$ cat config.mk
export PLATFORM = sky130hd
export DESIGN_NAME = temperature_to_seven_segment
export DESIGN_NICKNAME = d
export VERILOG_FILES = /design/src/rtl/tts_pkg.sv /design/src/rtl/temperature_to_seven_segment.sv /design/src/rtl/tts_split.sv /design/src/rtl/tts_fmt.sv
export SDC_FILE = /design/constraint.sdc
export NUM_CORES = 1
export LEC_CHECK = 0
export BUFFER_PORTS_ARGS = -buffer_cell sky130_fd_sc_hd__buf_2
export CAP_MARGIN = 20
export CORE_MARGIN = 4
export CORE_UTILIZATION = 30
export DETAILED_ROUTE_END_ITERATION = 10
export GPL_TIMING_DRIVEN = 1
export PLACE_DENSITY = 0.46
export SKIP_CTS_REPAIR_TIMING = 1
export SYNTH_ARGS = -nofsm -noshare
export SYNTH_HDL_FRONTEND = slang
export SYNTH_SLANG_ARGS = --single-unit
export TNS_END_PERCENT = 100
$ cat constraint.sdc
create_clock -name clk -period 11.71 [get_ports clk]
set_input_delay 1.171 -clock clk [delete_from_list [all_inputs] [get_ports clk]]
set_output_delay 1.171 -clock clk [all_outputs]
set_load 0.03 [all_outputs]
$ cat src/rtl/tts_pkg.sv
// ----------------------------------------------------------------------------
// tts_pkg
// Shared types, constants and segment tables for the temperature formatter.
// ----------------------------------------------------------------------------
package tts_pkg;

  localparam int RAW_W  = 16;
  localparam int SEG_W  = 8;
  localparam int IPART_W = 8;
  localparam int CFG_IDX_W = 1;
  localparam int CFG_DATA_W = 16;
  localparam int OUT_DATA_W = 40;

  localparam logic [CFG_IDX_W-1:0] CFG_NEG_THRESHOLD = 1'b0;
  localparam logic [CFG_IDX_W-1:0] CFG_ALARM_LIMIT   = 1'b1;

  localparam logic [RAW_W-1:0]   NEG_THRESHOLD_RST = 16'd6348;
  localparam logic [IPART_W-1:0] ALARM_LIMIT_RST   = 8'd20;

  localparam logic [SEG_W-1:0] SEG_BLANK = 8'h00;
  localparam logic [SEG_W-1:0] SEG_MINUS = 8'h40;
  localparam logic [SEG_W-1:0] SEG_DP    = 8'h80;

  typedef struct packed {
    logic [1:0] hund;
    logic [3:0] tens;
    logic [3:0] units;
  } bcd_t;

  typedef struct packed {
    logic [SEG_W-1:0]   seg_tenths;
    logic [SEG_W-1:0]   seg_units;
    logic [SEG_W-1:0]   seg_tens;
    logic [SEG_W-1:0]   seg_hundreds;
    logic               is_negative;
    logic [IPART_W-1:0] ipart;
  } fmt_t;

  function automatic logic [SEG_W-1:0] digit_seg(input logic [3:0] d);
    logic [SEG_W-1:0] s;
    unique case (d)
      4'd0:    s = 8'h3f;
      4'd1:    s = 8'h06;
      4'd2:    s = 8'h5b;
      4'd3:    s = 8'h4f;
      4'd4:    s = 8'h66;
      4'd5:    s = 8'h6d;
      4'd6:    s = 8'h7d;
      4'd7:    s = 8'h07;
      4'd8:    s = 8'h7f;
      4'd9:    s = 8'h6f;
      default: s = SEG_BLANK;
    endcase
    return s;
  endfunction

  // sixteenths to nearest tenths, halves rounded up
  function automatic logic [3:0] tenths_digit(input logic [3:0] nib);
    logic [3:0] d;
    unique case (nib)
      4'd0:            d = 4'd0;
      4'd1, 4'd2:      d = 4'd1;
      4'd3:            d = 4'd2;
      4'd4, 4'd5:      d = 4'd3;
      4'd6, 4'd7:      d = 4'd4;
      4'd8:            d = 4'd5;
      4'd9, 4'd10:     d = 4'd6;
      4'd11:           d = 4'd7;
      4'd12, 4'd13:    d = 4'd8;
      default:         d = 4'd9;
    endcase
    return d;
  endfunction

endpackage

$ cat src/rtl/temperature_to_seven_segment.sv
// ----------------------------------------------------------------------------
// temperature_to_seven_segment
// Raw temperature reading to four seven-segment digit codes plus alarm.
// ----------------------------------------------------------------------------
// Path: an input transaction reaches the result transaction through the
//   input register, then the result register.
// Throughput: one transaction per cycle while the output side accepts; an
//   empty input stage still fills while a stalled result is held.
// Reset: synchronous rst_n clears valids and alarm, loads register defaults.
module temperature_to_seven_segment (
  input  logic                               clk,
  input  logic                               rst_n,
  // tdata[15:0] raw_reading
  input  logic                               in_tvalid,
  output logic                               in_tready,
  input  logic [tts_pkg::RAW_W-1:0]          in_tdata,
  // tdata[7:0] seg_tenths, [15:8] seg_units, [23:16] seg_tens,
  // [31:24] seg_hundreds, [32] is_negative, [33] alarm_out, [39:34] zero
  output logic                               out_tvalid,
  input  logic                               out_tready,
  output logic [tts_pkg::OUT_DATA_W-1:0]     out_tdata,
  input  logic                               cfg_valid,
  output logic                               cfg_ready,
  input  logic [tts_pkg::CFG_IDX_W-1:0]      cfg_index,
  input  logic [tts_pkg::CFG_DATA_W-1:0]     cfg_data
);

  logic [tts_pkg::RAW_W-1:0]   neg_threshold_r;
  logic [tts_pkg::IPART_W-1:0] alarm_limit_r;

  logic                        s1_valid_r;
  logic [tts_pkg::RAW_W-1:0]   s1_raw_r;

  logic                        out_valid_r;
  tts_pkg::fmt_t               out_fmt_r;
  logic                        alarm_r;
  logic                        alarm_nxt;

  tts_pkg::fmt_t               fmt;
  logic                        s2_load;
  logic                        s2_ready;
  logic                        in_xfer;

  assign cfg_ready = 1'b1;

  always_ff @(posedge clk) begin
    if (!rst_n) begin
      neg_threshold_r <= tts_pkg::NEG_THRESHOLD_RST;
      alarm_limit_r   <= tts_pkg::ALARM_LIMIT_RST;
    end else if (cfg_valid) begin
      unique case (cfg_index)
        tts_pkg::CFG_NEG_THRESHOLD: neg_threshold_r <= cfg_data;
        tts_pkg::CFG_ALARM_LIMIT:   alarm_limit_r   <= cfg_data[tts_pkg::IPART_W-1:0];
        default: ;
      endcase
    end
  end

  assign s2_ready  = !out_valid_r || out_tready;
  assign s2_load   = s1_valid_r && s2_ready;
  assign in_tready = !s1_valid_r || s2_ready;
  assign in_xfer   = in_tvalid && in_tready;

  always_ff @(posedge clk) begin
    if (!rst_n) begin
      s1_valid_r <= 1'b0;
    end else if (in_tready) begin
      s1_valid_r <= in_tvalid;
    end
  end

  always_ff @(posedge clk) begin
    if (in_xfer) begin
      s1_raw_r <= in_tdata;
    end
  end

  tts_fmt u_fmt (
    .raw_reading   (s1_raw_r),
    .neg_threshold (neg_threshold_r),
    .fmt           (fmt)
  );

  assign alarm_nxt = (fmt.ipart > alarm_limit_r) ? !alarm_r : 1'b0;

  always_ff @(posedge clk) begin
    if (!rst_n) begin
      out_valid_r <= 1'b0;
      alarm_r     <= 1'b0;
    end else begin
      if (s2_ready) begin
        out_valid_r <= s1_valid_r;
      end
      if (s2_load) begin
        alarm_r <= alarm_nxt;
      end
    end
  end

  always_ff @(posedge clk) begin
    if (s2_load) begin
      out_fmt_r <= fmt;
    end
  end

  assign out_tvalid = out_valid_r;
  assign out_tdata  = {6'b000000, alarm_r, out_fmt_r.is_negative,
                       out_fmt_r.seg_hundreds, out_fmt_r.seg_tens,
                       out_fmt_r.seg_units, out_fmt_r.seg_tenths};

endmodule

$ cat src/rtl/tts_split.sv
// ----------------------------------------------------------------------------
// tts_split
// Splits an 8-bit integer into hundreds, tens and units digits.
// ----------------------------------------------------------------------------
module tts_split (
  input  logic [tts_pkg::IPART_W-1:0] ipart,
  output tts_pkg::bcd_t               bcd
);

  logic [1:0]  hund;
  logic [6:0]  rem;
  logic [14:0] tens_prod;
  logic [3:0]  tens;
  logic [6:0]  tens_x10;
  logic [3:0]  units;

  always_comb begin
    hund = 2'd0;
    rem  = ipart[6:0];
    if (ipart >= 8'd200) begin
      hund = 2'd2;
      rem  = 7'(ipart - 8'd200);
    end else if (ipart >= 8'd100) begin
      hund = 2'd1;
      rem  = 7'(ipart - 8'd100);
    end
  end

  // rem < 100: floor(rem / 10) == (rem * 205) >> 11
  assign tens_prod = 15'(rem) * 15'd205;
  assign tens      = tens_prod[14:11];
  assign tens_x10  = 7'(tens) * 7'd10;
  assign units     = 4'(rem - tens_x10);

  assign bcd = {hund, tens, units};

endmodule

$ cat src/rtl/tts_fmt.sv
// ----------------------------------------------------------------------------
// tts_fmt
// Sign handling, digit split and segment encoding of one raw reading.
// ----------------------------------------------------------------------------
module tts_fmt (
  input  logic [tts_pkg::RAW_W-1:0] raw_reading,
  input  logic [tts_pkg::RAW_W-1:0] neg_threshold,
  output tts_pkg::fmt_t             fmt
);

  logic                              neg;
  logic [tts_pkg::RAW_W-1:0]         mag;
  logic [tts_pkg::IPART_W-1:0]       ipart;
  tts_pkg::bcd_t                     bcd;
  logic                              hund_zero;

  assign neg   = raw_reading > neg_threshold;
  assign mag   = neg ? 16'(~raw_reading + 16'd1) : raw_reading;
  assign ipart = mag[11:4];

  tts_split u_split (
    .ipart (ipart),
    .bcd   (bcd)
  );

  assign hund_zero = bcd.hund == 2'd0;

  always_comb begin
    fmt.seg_tenths   = tts_pkg::digit_seg(tts_pkg::tenths_digit(mag[3:0]));
    fmt.seg_units    = tts_pkg::digit_seg(bcd.units) | tts_pkg::SEG_DP;
    fmt.seg_tens     = (hund_zero && bcd.tens == 4'd0) ? tts_pkg::SEG_BLANK
                                                       : tts_pkg::digit_seg(bcd.tens);
    if (neg) begin
      fmt.seg_hundreds = tts_pkg::SEG_MINUS;
    end else if (hund_zero) begin
      fmt.seg_hundreds = tts_pkg::SEG_BLANK;
    end else begin
      fmt.seg_hundreds = tts_pkg::digit_seg({2'b00, bcd.hund});
    end
    fmt.is_negative  = neg;
    fmt.ipart        = ipart;
  end

endmodule

Word level (Yosys, flattened, before mapping)
Memories as Yosys holds them, arrays and structs flattened. A register that Yosys moved wholly into a read port is not among the register bits.
Index checks and enable logic that the tools add are counted.
- register bits: 68
- word-level logic and storage cells: 51
- memory bits (read-only): 400
- output and inout port bits: 43
- memories kept: 4
- input port bits: 38
- equality and inequality tests: 3
- reduce and logical (&&, ||, !) cells: 13
- bitwise operators: 2
- multipliers: 2
- magnitude comparators: 4
- muxes and demuxes: 8
- $add $sub $neg: 4
- memories (name ; depth ; bits a word ; read ports ; clocked after memory_dff ; wr ports ; line ; RTL):
    (name not given) ; 16 ; 7 ; 1 ; 1 ; 0 ; tts_pkg.sv:41 ; unique case (d)
    (name not given) ; 16 ; 7 ; 1 ; 1 ; 0 ; tts_pkg.sv:41 ;
    (name not given) ; 16 ; 7 ; 1 ; 1 ; 0 ; tts_pkg.sv:41 ;
    (name not given) ; 16 ; 4 ; 1 ; 0 ; 0 ; tts_pkg.sv:60 ; unique case (nib)
- operators by type and width (cell ; number):
    8-bit case mux with 3 select lines ; 1
    7-bit two-way mux ; 3
    16-bit > comparator ; 1
    7-bit by 8-bit multiplier with 15-bit output (second input constant) ; 1
    7-bit subtractor (second input constant) ; 2
    12-bit by 1-bit adder with 12-bit output (second input constant) ; 1
    12-bit two-way mux ; 1
    12-bit inverter ; 1
    8-bit by 7-bit >= comparator with 1-bit output (second input constant) ; 1
    8-bit >= comparator (second input constant) ; 1
    8-bit > comparator ; 1
    2-bit == test (second input constant) ; 2
    4-bit zero test ; 1
    4-bit by 3-bit multiplier with 3-bit output (second input constant) ; 1
    2-bit AND reduction ; 2
    4-bit subtractor ; 1
    1-bit logical AND ; 3
    1-bit zero test ; 3
    2-bit by 1-bit == test with 1-bit output (second input constant) ; 1
    2-bit zero test ; 1
    1-bit logical OR ; 2
    1-bit two-way mux ; 2
    2-bit two-way mux ; 1
    2-bit OR reduction ; 1
    1-bit inverter ; 1

Logic depth before layout (Yosys ltp)
- depth after elaboration: 9
- gate-level depth with buffers: 42
- gate-level depth less buffers: 39

By module
Synthesis repeated with hierarchy kept, for this count alone.
- cells, all modules: 568
- area total of the unflattened synthesis: 5627.9 sq um
- by module, submodules not included (module ; area each (sq um) ; times used ; cells each ; sequential area each (sq um)):
    temperature_to_seven_segment ; 2801.4 ; 1 ; 209 ; 2011.9
    tts_fmt ; 1455.1 ; 1 ; 205 ; 0.0
    tts_split ; 1371.3 ; 1 ; 154 ; 0.0

Least setup slack after synthesis
OpenSTA, ideal clock, no wires.
- kind: register to register
- start point: register s1_raw_r[15] (netlist name)
- end point: register, netlist name out_tdata[11]
- clock period less this slack: 8.807 ns
- arrival time: 8.534 ns
- cell stages (with the launch flop): 38
- setup slack: 2.903 ns
- path through: edfxtp_1 > ha_1 > nand4_2 > nor4_2 > a21bo_2 > nand3_2 > nand3_1 > xor2_1 > ha_1 > o21ai_0 > a32o_1 > and2_0 > clkbuf_1 > a211oi_1 > a21oi_1 > xnor2_1 > inv_1 > ha_1 > (+2 left out) > ha_1 > ha_1 > nor2b_1 > o21ai_0 > nand2_1 > nor2_1 > inv_1 > a2111oi_0 > a2111oi_2 > and2_1 > clkbuf_1 > ha_1 > fa_1 > or3_1 > and4_1 > o21a_1 > o21ai_0 > o221ai_1
- cells in the longest elaborated chain, start to end: 8
- elaborated cells between the ends (all ways): 11
- classes of those cells: 3 x add/sub; 2 x mul; 3 x order compare; 3 x mux
- RTL lines (what ; line ; RTL):
    from (decl) ; temperature_to_seven_segment.sv:32 ; logic [tts_pkg::RAW_W-1:0] s1_raw_r;
    from (signal assigned) ; temperature_to_seven_segment.sv:74 ; s1_raw_r <= in_tdata;
    16-bit > comparator * ; tts_fmt.sv:17 ; assign neg = raw_reading > neg_threshold;
    12-bit two-way mux * ; tts_fmt.sv:18 ; assign mag = neg ? 16'(~raw_reading + 16'd1) : raw_reading;
    7-bit subtractor or 8-bit by 7-bit >= comparator with 1-bit output (tied branches) ; tts_split.sv:25, tts_split.sv:23 ;
    7-bit two-way mux ; tts_split.sv:23 ; end else if (ipart >= 8'd100) begin
    7-bit two-way mux * ; tts_split.sv:20 ; if (ipart >= 8'd200) begin
    7-bit by 8-bit multiplier with 15-bit output ; tts_split.sv:30 ; assign tens_prod = 15'(rem) * 15'd205;
    4-bit by 3-bit multiplier with 3-bit output ; tts_split.sv:32 ; assign tens_x10 = 7'(tens) * 7'd10;
    4-bit subtractor * ; tts_split.sv:33 ; assign units = 4'(rem - tens_x10);
Mark *: on every way between the ends. The rest lies on a longest branch, timed or not.
A chain may end at the register's enable or synchronous reset.

Worst setup path after layout
- start point: register s1_raw_r[9] (netlist name)
- end point: register, netlist name out_tdata[14]
- cells in the longest elaborated chain, start to end: 9
- elaborated cells between the ends (all ways): 13
- classes of those cells: 4 x add/sub; 2 x mul; 3 x order compare; 3 x mux; 1 x bitwise
- RTL lines (what ; line):
    12-bit inverter ; tts_fmt.sv:18
    12-bit by 1-bit adder with 12-bit output ; tts_fmt.sv:18
    12-bit two-way mux * ; tts_fmt.sv:18
    7-bit subtractor or 8-bit by 7-bit >= comparator with 1-bit output (tied branches) ; tts_split.sv:25, tts_split.sv:23
    7-bit two-way mux ; tts_split.sv:23
    7-bit two-way mux * ; tts_split.sv:20
    7-bit by 8-bit multiplier with 15-bit output ; tts_split.sv:30
    4-bit by 3-bit multiplier with 3-bit output ; tts_split.sv:32
    4-bit subtractor * ; tts_split.sv:33
Marked as above.

==> results.cfg <==
[run_status]
status = finished, final reports clean

[timing]
final_max_slew_viol_count = 0
fmax_ghz = 0.100
fin_skew_ps = 6.58
fin_tns_setup_ps = 0
setup-violations-final = 0
slew-limit-headroom = 0.500
worst_slew_pin_slew_ps = 743
fin_crit_ps = 9980
hold_viol = 0
rsz0062_at_grt = false
min_period_over_period = 0.852

[yosys]
syn-mean-instance-area_um2 = 9.30
synthArstFlopShare = 0
yosysTopAreaCellShare = 0.234
synth_area_leaders = edfxtp_1 (23%), ha_1 (18%), dfxtp_1 (10%), nand2_1 (5.2%), inv_1 (4.3%)
synth.distinct_cells = 66
ys_seq_area_frac = 0.334
synth_ff_type = edfxtp_1
synth_area_leader_cell = edfxtp_1
ys_seq_elements = 69
synth_edf_count = 42
synth.most_common_cell = ha_1
yosysWarnings = 0
syn_area_um2 = 5390
synthTopCellsByCount = ha_1 (79), nand2_1 (75), inv_1 (62)
syn_inst = 580

[clock_network]
cts.sinks = 69
insertion_delay_ps = 340
numCtsBuffers = 9
cts_root_buffer = clkbuf_16
cts_tree = yes
htree_levels = 3
cts_buffer_depth = 2
clkTransAtPathRegs_ps = 60

[place]
dp_hpwl_um = 9970
gp_congestion = 0.818
io_buffers = 68

[layout]
drive_gt1_frac = 0.167
final_nets = 767
syn_to_final_growth_pct = 15.6
num_antenna_cells = 0

[routing]
drc = 0
num_vias = 4145
post_drt_wl_per_cell_um = 14.1
drt-met1-wl_um = 5490
wl_met3_um = 448
ant_nets = 0
drtPass1Iterations = 4
wl_um = 12300
top_layer = met4
route.met2.wl_um = 6110
via_per_inst = 4.76
drtIter0Drc = 235

[global_route]
grt_use_total = 0.124
gr-total-overflow = 0
grt_max_degree = 28
grt_antenna_before_repair = 0
grt_pass1_vias = 4101
grt_pass1_wl_um = 20100

[setup_path]
cp.arrival_ps = 10050
crit_path_start_kind = register
r2r_cells = 35
worstPathMaxFanout = 9
cp.required_ps = 11780
path_common_cell = ha_1
cp-end-kind = register
cp_slowest_cell = xor2_1
reg2reg_slack_ps = 1730
r2r-start = s1_raw_r[9]
r2r-end = out_tdata[14]
worstSetupPathType = register to register
max_stage_delay_ps = 610

[worst_hold_path]
min_path_type = register to register
hold_path_end = alarm_limit_r[1]
holdPathStages = 2
hold_path_startpoint = alarm_limit_r[1]

[floorplan]
die_area_um2 = 20200
fp-row-count = 48
dieWidth_um = 142
die_h_um = 142
ios = 81
start_util = 0.309
core_area_um2 = 17500

[flow_run]
maxCapViolCount = 0
[cells by family after synthesis]
kind of cell | synth area share
muxes | 0.0116
buffers and inverters | 0.0768
DFF | 0.334
adders and majority gates | 0.217
other | 0.00139
xor gates and xnor gates | 0.0390
AOI/OAI and AO/OA | 0.154
and+or+nand+nor | 0.166
[stage by stage]
| step | hold slack (ps) | instance area [um^2] | utilization | cells | worst slack, ps |
|---|---|---|---|---|---|
| global route | 484 | 6230 | 0.357 | 871 | 1010 |
| finish | 466 | 6230 | 0.357 | 871 | 1730 |
| CTS | 469 | 6210 | 0.355 | 870 | 1770 |
| floorplan | 443 | 5430 | - | 590 | 2900 |
| global placement | 455 | 5890 | 0.337 | 854 | 1910 |
| detailed placement | 460 | 5890 | 0.337 | 854 | 1790 |
[critical path, delay by kind of cell, from the launching register on]
kind,cells,cell delay [ps]
AND/OR/NAND/NOR,11,2410
flip-flops,1,540
adder cells (fa/ha/maj),9,3150
AO/OA/AOI/OAI,11,2430
XOR/XNOR,2,1000
buffers and inverters,2,160
[placed cells by master (no fill, tap or decap), types with 6 or more instances in the layout]
cell,count
fa_1,9
nand2_1,75
inv_1,62
nand4_1,6
nor2b_1,8
a21boi_0,17
conb_1,12
ha_1,79
a31oi_1,7
clkbuf_16,10
o211ai_1,11
edfxtp_1,42
a21oi_1,24
dfxtp_1,27
nor2_1,31
buf_2,68
xor2_1,8
xnor2_1,16
o21ai_0,17
and2_1,11
nor3_1,9
[how the worst max path moves through the flow]
stage                  from            end  slack (ps)  depth (start not counted)
5_1_grt         s1_raw_r[9]  out_tdata[13]        1010                         35
6_report        s1_raw_r[9]  out_tdata[14]        1730                         35
4_1_cts        s1_raw_r[10]  out_tdata[14]        1770                         35
3_5_place_dp   s1_raw_r[10]  out_tdata[14]        1790                         35
2_1_floorplan  s1_raw_r[15]  out_tdata[11]        2900                         37
3_3_place_gp   s1_raw_r[10]  out_tdata[11]        1910                         35
[layer usage]
metal / track usage / vias up
li1: - / 2129
met1: 0.152 / 1921
met2: 0.216 / 80
met3: 0.0215 / 15
met4: 0.0515 / 0
met5: 0 / -
[state kept, by name, summed over array words and instances (netlist names)]
signal           count
out_tdata           26
neg_threshold_r     16
s1_raw_r            16
alarm_limit_r        8
alarm_r              1
out_tvalid           1
s1_valid_r           1
[final cells by class]
class                           instances  area (um^2)
Sequential cell                        69         1800
Inverter                               63          236
Clock buffer                           10          250
Timing Repair Buffer                   71          383
Clock inverter                          6         65.1
Multi-Input combinational cell        427         3220
Fill cell                            1761        11200
Tap cell                              225          282
Power is not shown: default switching activity piles up to over one toggle a cycle in this logic, so the estimate is an artifact.
